**config.mk**
```make
export PLATFORM = sky130hd
export DESIGN_NAME = mppd_csr
export DESIGN_NICKNAME = d
export VERILOG_FILES = /design/src/hw/rtl/mppd_pkg.sv /design/src/hw/rtl/mppd_csr.sv
export SDC_FILE = /design/constraint.sdc
export NUM_CORES = 1
export LEC_CHECK = 0
export BUFFER_PORTS_ARGS = -buffer_cell sky130_fd_sc_hd__buf_2
export CAP_MARGIN = 20
export CELL_PAD_IN_SITES_DETAIL_PLACEMENT = 0
export CELL_PAD_IN_SITES_GLOBAL_PLACEMENT = 2
export CORE_MARGIN = 1
export CORE_UTILIZATION = 23
export DETAILED_ROUTE_END_ITERATION = 10
export GPL_TIMING_DRIVEN = 1
export PLACE_DENSITY_LB_ADDON = 0.1
export SYNTH_ARGS = -nofsm -noshare
export SYNTH_HDL_FRONTEND = slang
export SYNTH_SLANG_ARGS = --single-unit
```
**constraint.sdc**
```tcl
create_clock -name clock -period 1.17 [get_ports clock]
set_clock_uncertainty 0.15 [all_clocks]
set_input_delay 0.117 -clock clock [delete_from_list [all_inputs] [get_ports clock]]
set_output_delay 0.117 -clock clock [all_outputs]
set_load 0.01 [all_outputs]
```
**src/hw/rtl/mppd_pkg.sv**
```systemverilog
// mppd_pkg: widths, codes, reset values and the register set type of the press detector
// no dependencies; used by the interfaces, the register block and the top level
package mppd_pkg;

   localparam int NUM_PINS   = 54;   // pins that hold debounce state, 1 to 64
   localparam int PIN_W      = 54;   // width of the level and enable fields
   localparam int IDX_W      = 6;
   localparam int ELAPSED_W  = 10;
   localparam int DEBOUNCE_W = 10;
   localparam int TIMEOUT_W  = 20;
   localparam int PRESS_W    = 11;
   localparam int RUN_W      = 20;
   localparam int EVENT_W    = 2;
   localparam int CSR_ADDR_W = 5;
   localparam int CSR_DATA_W = 64;

   localparam logic [IDX_W-1:0]      BLOCKED_RESET  = 6'd63;
   localparam logic [DEBOUNCE_W-1:0] DEBOUNCE_RESET = 10'd50;
   localparam logic [TIMEOUT_W-1:0]  TIMEOUT_RESET  = 20'd5000;

   typedef enum logic {
      REQ_CALIBRATE = 1'b0,
      REQ_SAMPLE    = 1'b1
   } req_code_type;

   typedef enum logic [EVENT_W-1:0] {
      EVT_NONE    = 2'd0,
      EVT_DETECT  = 2'd1,
      EVT_TIMEOUT = 2'd2
   } event_code_type;

   typedef enum logic [1:0] {
      REG_ENABLE_MASK = 2'd0,
      REG_BLOCKED_PIN = 2'd1,
      REG_DEBOUNCE_MS = 2'd2,
      REG_TIMEOUT_MS  = 2'd3
   } reg_idx_type;

   typedef struct packed {
      logic [PIN_W-1:0]      enable_mask;
      logic [IDX_W-1:0]      blocked_pin;
      logic [DEBOUNCE_W-1:0] debounce_ms;
      logic [TIMEOUT_W-1:0]  timeout_ms;
   } cfg_type;

endpackage

```
**src/hw/rtl/mppd_csr.sv**
```systemverilog
// mppd_csr: apb-style register block holding enable mask, blocked pin and time limits
// depends on mppd_pkg; registers sit at byte address 8 * index
module mppd_csr
   import mppd_pkg::*;
(
   input  logic                  clock,
   input  logic                  reset,
   input  logic                  csr_psel,
   input  logic                  csr_penable,
   input  logic                  csr_pwrite,
   input  logic [CSR_ADDR_W-1:0] csr_paddr,
   input  logic [CSR_DATA_W-1:0] csr_pwdata,
   output logic [CSR_DATA_W-1:0] csr_prdata,
   output logic                  csr_pready,
   output cfg_type               cfg
);

   cfg_type     cfg_ff;
   cfg_type     cfg_in;
   reg_idx_type reg_idx;
   logic        wr_en;

   assign reg_idx    = reg_idx_type'(csr_paddr[4:3]);
   assign wr_en      = csr_psel && csr_penable && csr_pwrite && csr_pready;
   assign csr_pready = 1'b1;
   assign cfg        = cfg_ff;

   always_comb begin
      cfg_in = cfg_ff;
      if (wr_en) begin
         case (reg_idx)
            REG_ENABLE_MASK: cfg_in.enable_mask = csr_pwdata[PIN_W-1:0];
            REG_BLOCKED_PIN: cfg_in.blocked_pin = csr_pwdata[IDX_W-1:0];
            REG_DEBOUNCE_MS: cfg_in.debounce_ms = csr_pwdata[DEBOUNCE_W-1:0];
            REG_TIMEOUT_MS:  cfg_in.timeout_ms  = csr_pwdata[TIMEOUT_W-1:0];
            default:         cfg_in = cfg_ff;
         endcase
      end
   end

   always_comb begin
      case (reg_idx)
         REG_ENABLE_MASK: csr_prdata = CSR_DATA_W'(cfg_ff.enable_mask);
         REG_BLOCKED_PIN: csr_prdata = CSR_DATA_W'(cfg_ff.blocked_pin);
         REG_DEBOUNCE_MS: csr_prdata = CSR_DATA_W'(cfg_ff.debounce_ms);
         REG_TIMEOUT_MS:  csr_prdata = CSR_DATA_W'(cfg_ff.timeout_ms);
         default:         csr_prdata = '0;
      endcase
   end

   always_ff @(posedge clock) begin
      if (reset) begin
         cfg_ff.enable_mask <= '0;
         cfg_ff.blocked_pin <= BLOCKED_RESET;
         cfg_ff.debounce_ms <= DEBOUNCE_RESET;
         cfg_ff.timeout_ms  <= TIMEOUT_RESET;
      end else begin
         cfg_ff <= cfg_in;
      end
   end

endmodule

```
# Word level (Yosys, flattened, before mapping)
# Cells that the tools add are included.
# classes
reduce_logical	7
eq_ne	3
mux	1
# ops
op	count
$pmux W64 S4	1
$reduce_and A2 Y1	4
$eq A2 B2 Y1 const B	2
$eq A2 B1 Y1 const B	1
$logic_and A1 B1 Y1	2
$logic_not A2 Y1	1
# totals
out_inout_bits	155
elab_cells	15
register_bits	90
in_bits	74

# Longest topological paths before layout
# Gate-level depths: netlist of the first run.
# depth
word_depth	3
ltp_mapped	6
depth_no_buf	3

# Worst setup path before layout of the first run
# No wires, ideal clock.
# synth_path
kind	in2out
from	input csr_paddr[4]
to	output csr_prdata[20]
t_arrival_ps	978
t_required_ps	903
path_buffers	3
stages	5
setup_slack_ps	-75
cell_sequence	clkbuf_2 nor2_1 buf_4 clkbuf_1 and2_1
# synth_via
elab_chain_cells	2
elab_cells_between_ends	5
cone_classes	eq/ne: 3; mux: 1; reduce/logical: 1
# synth_lines
item	line	source
from (decl)	mppd_csr.sv:11	input logic [CSR_ADDR_W-1:0] csr_paddr,
$eq A2 B2 Y1, or another cell as far along	mppd_csr.sv:42	case (reg_idx)
$pmux W64 S4 (*)	mppd_csr.sv:42	
to (decl)	mppd_csr.sv:13	output logic [CSR_DATA_W-1:0] csr_prdata,
# Mark *: on every way between the ends. The rest lies on a longest branch, timed or not. The select of a mux whose other input is x is not followed.

# Worst setup path in the final report of the first run
# layout_path
from	register cfg_ff, in the netlist cfg[5]
to	output csr_prdata[5]
# layout_via
elab_chain_cells	1
# layout_lines
item	line	source
from (decl)	mppd_csr.sv:18	cfg_type cfg_ff;
from (signal assigned)	mppd_csr.sv:58	cfg_ff <= cfg_in;
$pmux W64 S4	mppd_csr.sv:42	
# No other way between the ends. The select of a mux whose other input is x is not followed.

==> results.sh, run 1 <==
export IMPL_place_ws_ns=-0.332
export IMPL_totalPowerFinal_uw=7440
export IMPL_yosysSeqAreaShare_pct=39.9
export IMPL_finalHoldViolCount=0
export IMPL_worstSetupEndpointType="output port"
export IMPL_cp_start_kind="flip-flop"
export IMPL_drv_cap=0
export IMPL_ys_warn_count=0
export IMPL_gr_total_overflow=0
export IMPL_synth_area_leaders="dfxtp_1 40%, nand2b_1 16%, mux2i_1 16%"
export IMPL_syn_instance_count=463
export IMPL_cts_clk_slew_worst_paths_ns=0.06
export IMPL_period_share_pct=134
export IMPL_place_inst=954
export IMPL_worstPathArrival_ns=1.30
export IMPL_num_vias=4348
export IMPL_drc=0
export IMPL_nets=861
export IMPL_grt_pass1_wl_mm=23.8
export IMPL_initial_core_util_pct=23.8
export IMPL_status="finished, violations left"
export IMPL_area_growth_pct=82.6
export IMPL_layout_drive_gt1_share_pct=54.0
export IMPL_ir_drop_uv=648
export IMPL_gp_congestion=0.734
export IMPL_max_freq_mhz=639
export IMPL_hold_path_class="input pin to flip-flop"
export IMPL_synth_seq_cells=90
export IMPL_synthesis_area_um2=4520
export IMPL_cp_max_fo=2
export IMPL_first_global_vias=4415
export IMPL_yosys_area_top_type_share_pct=39.9
export IMPL_io_pins=229
export IMPL_synth_adder_area_share_pct=0
export IMPL_wl_mm=16.1
export IMPL_core_area_um2=19000
export IMPL_antenna_cells=0
export IMPL_clockBufferDepth=2
export IMPL_grt_max_degree=47
export IMPL_critPathRequiredTime_ns=0.90
export IMPL_ff2ff_path_depth=5
export IMPL_synth_simple_gate_area_share_pct=25.5
export IMPL_fillers=1858
export IMPL_worstHoldPathCells=3
export IMPL_postRouteAntennaNets=0
export IMPL_timing_final_ws_setup_ns=-0.396
export IMPL_core_rowCount=50
export IMPL_synth_top_family_by_area="simple AND/OR/NAND/NOR gates"
export IMPL_drt_pass1_iterations=4
export IMPL_largest_reg_flops=90
export IMPL_die_y_um=142
export IMPL_die_w_um=142
export IMPL_synthXorXnorAreaFrac_pct=0
export IMPL_via_per_inst=4.13
export IMPL_fin_cells=1052
export IMPL_die_area_um2=20200
export IMPL_drv_slew=0
export IMPL_grt_setup_unrepaired="true"
export IMPL_htree_num_levels=3
export IMPL_violations="negative setup slack"
export IMPL_clock_latency_ns=0.34
export IMPL_p_per_area_nw_per_um2=901
export IMPL_whs_ns=0.0382
export IMPL_avgSynthCellArea_um2=9.76
export IMPL_clock_sinks=90
export IMPL_cts_tree="yes"
export IMPL_final_min_clock_period_ns=1.57
export IMPL_crit_type="flip-flop to output port"
export IMPL_cts_root_buf="clkbuf_16"
export IMPL_yosysTopAreaCell="dfxtp_1"
export IMPL_synthDistinctLibCells=26
export IMPL_tns_ns=-8.36
export IMPL_io_buffers=204
export IMPL_hpwl_mm=10.7
export IMPL_synth_compound_area_share_pct=7.97
export IMPL_wl_per_cell_um=15.3
export IMPL_cellLeakagePower_uw=0.00366
export IMPL_antenna_found_initial=0
export IMPL_synth_area_mux_share_pct=19.7
export IMPL_cts_made_buffers=9
export IMPL_drt_iter0_drc=90
export IMPL_finalSetupViolations=59
export IMPL_grtUsageTotal_pct=15.5
-- cell usage after synthesis (all sizes together) --
master  instances
nand3           1
nand2b        115
dfxtp          90
o21a            4
or2             1
nor2           18
nor3            1
and2           35
or3b            1
a211o           4
mux2i          71
buf            27
nor2b          15
nor3b           1
o21ai          30
clkbuf         22
conb            2
mux4            6
mux2            4
nand2           1
a22o           14
-- critical path, stage by stage, from the launching register on --
cell and delay [ns]:
dfxtp_2 0.32, mux4_2 0.49, buf_6 0.14
-- kinds of logic after synthesis --
| kind of cell | count (synthesis) |
|---|---|
| compound gates | 52 |
| simple gates | 189 |
| mux | 81 |
| other cells | 2 |
| buf+inv | 49 |
| flops | 90 |
-- power by group --
part           internal, uW  total, uW  leakage, uW  switching (uW)
combinational           668       1140      0.00277             471
clock                  1870       3160     0.000151            1290
sequential             3110       3140     0.000743            32.3
-- path summary, 6_finish.rpt --
path                        start                    to  slack, ns
max           cfg[5]$_SDFFE_PP0P_         csr_prdata[5]      -0.40
min                         reset  cfg[22]$_SDFFE_PP0P_       0.04
max reg2reg   cfg[4]$_SDFFE_PP0P_   cfg[4]$_SDFFE_PP0P_       0.09
min reg2reg  cfg[65]$_SDFFE_PP0P_  cfg[65]$_SDFFE_PP0P_       0.33
-- per-layer routing --
metal | vias up | GRT usage [%] | routed length, um
met4 | 0 | 5.72 | 192
met5 | - | 0 | 0
met3 | 11 | 3.23 | 897
met1 | 2035 | 18.8 | 7220
li1 | 2168 | - | -
met2 | 134 | 26.8 | 7770
-- metrics by stage --
step / instance area [um^2] / utilization (%)
3_3_place_gp: 6260 / 33.0
4_1_cts: 7920 / 41.8
2_1_floorplan: 4600 / -
3_5_place_dp: 6260 / 33.0
6_report: 8260 / 43.6
5_1_grt: 8260 / 43.6
-- layout by cell type, fill, tap and decap left out, drive strengths merged --
| master | instances |
|---|---|
| conb | 11 |
| nand2b | 115 |
| or3b | 1 |
| and2 | 35 |
| clkbuf | 12 |
| nor3 | 1 |
| nand2 | 1 |
| nand3 | 1 |
| nor3b | 1 |
| buf | 295 |
| dfxtp | 90 |
| mux2i | 71 |
| bufinv | 2 |
| clkinvlp | 2 |
| nor2 | 18 |
| nor2b | 15 |
| o21a | 4 |
| dlygate4sd3 | 55 |
| mux4 | 6 |
| clkinv | 3 |
| mux2 | 4 |
| a22o | 14 |
| a211o | 4 |
| or2 | 1 |
| o21ai | 30 |
-- layout make-up --
| type | instances | area, um^2 | area share [%] |
|---|---|---|---|
| Tap cell | 260 | 325 | 3.94 |
| Clock inverter | 7 | 93.8 | 1.14 |
| Timing Repair Buffer | 353 | 3170 | 38.4 |
| Multi-Input combinational cell | 333 | 2560 | 31.0 |
| Sequential cell | 90 | 1880 | 22.7 |
| Clock buffer | 9 | 225 | 2.73 |
-- what timing repair did --
item,4_1_cts,5_1_grt
setup endpoints to repair,90,118
endpoints found under the hold margin,90,0
gates cloned,5,3
pin swaps,11,15
resized for setup,160,78
hold buffers,55,0
buffers inserted,13,25
Power figures use the tool's default switching activity.
==> run 2, diff against run 1 <==
--- a/config.mk
+++ b/config.mk
@@ -6,7 +6,7 @@
 export NUM_CORES = 1
 export LEC_CHECK = 0
 export BUFFER_PORTS_ARGS = -buffer_cell sky130_fd_sc_hd__buf_2
-export CAP_MARGIN = 20
+export CAP_MARGIN = 25
 export CELL_PAD_IN_SITES_DETAIL_PLACEMENT = 0
 export CELL_PAD_IN_SITES_GLOBAL_PLACEMENT = 2
 export CORE_MARGIN = 1
@@ -14,6 +14,7 @@
 export DETAILED_ROUTE_END_ITERATION = 10
 export GPL_TIMING_DRIVEN = 1
 export PLACE_DENSITY_LB_ADDON = 0.1
+export RECOVER_POWER = 100
 export SYNTH_ARGS = -nofsm -noshare
 export SYNTH_HDL_FRONTEND = slang
 export SYNTH_SLANG_ARGS = --single-unit
==> run 2 against run 1 <==
- the flow still finishes with violations (negative setup slack)
- count of clock-buffer cells in the layout did not move
- via count rose by 0.25%
- sequential power hardly changed
- sequential cell count did not move
- maximum frequency is 0.13% higher
- critical path depth stayed put
- largest cell class unchanged
- final cell count did not move
- highest routed layer unchanged
==> results.sh, run 2 (same netlist as run 1, synthesis figures left out) <==
export IMPL_critPathRequiredTime_ns=0.90
export IMPL_antenna_cells=0
export IMPL_io_buffers=204
export IMPL_largest_reg_flops=90
export IMPL_cts_clk_slew_worst_paths_ns=0.06
export IMPL_drv_cap=0
export IMPL_m1WireLength_mm=7.19
export IMPL_grt_max_degree=47
export IMPL_final_area_um2=8180
export IMPL_final_common_cell="nand2b_1"
export IMPL_dpl_instance_area_um2=6260
export IMPL_period_share_pct=134
export IMPL_place_ws_ns=-0.332
export IMPL_ir_drop_uv=652
export IMPL_die_w_um=142
export IMPL_worstSetupEndpointType="output port"
export IMPL_via_per_inst=4.14
export IMPL_io_pins=229
export IMPL_core_rowCount=50
export IMPL_clockBufferDepth=2
export IMPL_totalPowerFinal_uw=7430
export IMPL_max_freq_mhz=639
export IMPL_hold_path_class="input pin to flip-flop"
export IMPL_final_min_clock_period_ns=1.56
export IMPL_drc=0
export IMPL_grt_pass1_wl_mm=23.8
export IMPL_finalHoldViolCount=0
export IMPL_hpwl_mm=10.7
export IMPL_clock_sinks=90
export IMPL_die_y_um=142
export IMPL_met2_length_mm=7.77
export IMPL_htree_num_levels=3
export IMPL_num_vias=4359
export IMPL_grtUsageTotal_pct=15.5
export IMPL_violations="negative setup slack"
export IMPL_first_global_vias=4415
export IMPL_wl_per_cell_um=15.3
export IMPL_clock_latency_ns=0.34
export IMPL_nets=861
export IMPL_drv_slew=0
export IMPL_gr_total_overflow=0
export IMPL_finalSetupViolations=63
export IMPL_final_cell_mix="115 x nand2b_1, 107 x buf_6, 89 x buf_2"
export IMPL_timing_final_ws_setup_ns=-0.394
export IMPL_cp_start_kind="flip-flop"
export IMPL_utilization_pct=43.1
export IMPL_cts_made_buffers=9
export IMPL_antenna_found_initial=0
export IMPL_grt_setup_unrepaired="true"
export IMPL_drt_iter0_drc=97
export IMPL_wl_mm=16.1
export IMPL_layout_drive_gt1_share_pct=50.9
export IMPL_gp_congestion=0.734
export IMPL_cellLeakagePower_uw=0.00357
export IMPL_cts_root_buf="clkbuf_16"
export IMPL_cts_tree="yes"
export IMPL_area_growth_pct=80.9
export IMPL_initial_core_util_pct=23.8
export IMPL_crit_type="flip-flop to output port"
export IMPL_drt_pass1_iterations=4
export IMPL_postRouteAntennaNets=0
export IMPL_worstPathArrival_ns=1.30
export IMPL_top_layer="met4"
export IMPL_wl_met3_um=913
export IMPL_cp_max_fo=2
export IMPL_p_per_area_nw_per_um2=908
export IMPL_die_area_um2=20200
export IMPL_fillers=1870
export IMPL_status="finished, violations left"
export IMPL_core_area_um2=19000
## run 2: final cells by class
cell class	instances	area, um^2	share of cell area (%)
Timing Repair Buffer	353	3130	38.2
Multi-Input combinational cell	333	2540	31.1
Sequential cell	90	1860	22.8
Tap cell	260	325	3.98
Clock buffer	9	225	2.75
Clock inverter	7	93.8	1.15
## run 2: power breakdown
group | switching, uW | internal, uW | total [uW]
Sequential | 32.7 | 3110 | 3140
Combinational | 467 | 659 | 1130
Clock | 1290 | 1870 | 3160
## run 2: path summary, 6_finish.rpt
kind	start	endpoint	slack, ns	cells past startpoint
max	cfg[5]$_SDFFE_PP0P_	csr_prdata[5]	-0.39	2
min	reset	cfg[22]$_SDFFE_PP0P_	0.04	3
max reg2reg	cfg[4]$_SDFFE_PP0P_	cfg[4]$_SDFFE_PP0P_	0.09	5
min reg2reg	cfg[76]$_SDFFE_PP0P_	cfg[76]$_SDFFE_PP0P_	0.34	2
## run 2: per-layer routing
layer  global-route usage (%)  up-vias
met2                     26.8      136
met3                     3.23       12
met4                     5.72        0
li1                         -     2169
met5                        0        -
met1                     18.8     2042
## run 2: critical path: stages (launching register included)
cell	delay (ns)
dfxtp_2	0.32
mux4_2	0.49
buf_6	0.14
## run 2: timing repair
| action | CTS | global route |
|---|---|---|
| gates resized for setup | 160 | 78 |
| hold buffers | 55 | 0 |
| pin swaps | 11 | 15 |
| gates cloned | 5 | 3 |
| endpoints found under the hold margin | 90 | 0 |
| setup buffers | 13 | 25 |
| setup endpoints to repair | 90 | 118 |
## run 2: metrics by stage
step,hold WS [ns],TNS [ns],cells
after floorplan,0.0848,0,472
after global placement,0.193,-27.85,954
after detailed placement,0.198,-32.41,954
after CTS,0.0319,-9.99,1040
after global routing,0.0717,-14.65,1052
final,0.0395,-9.21,1052
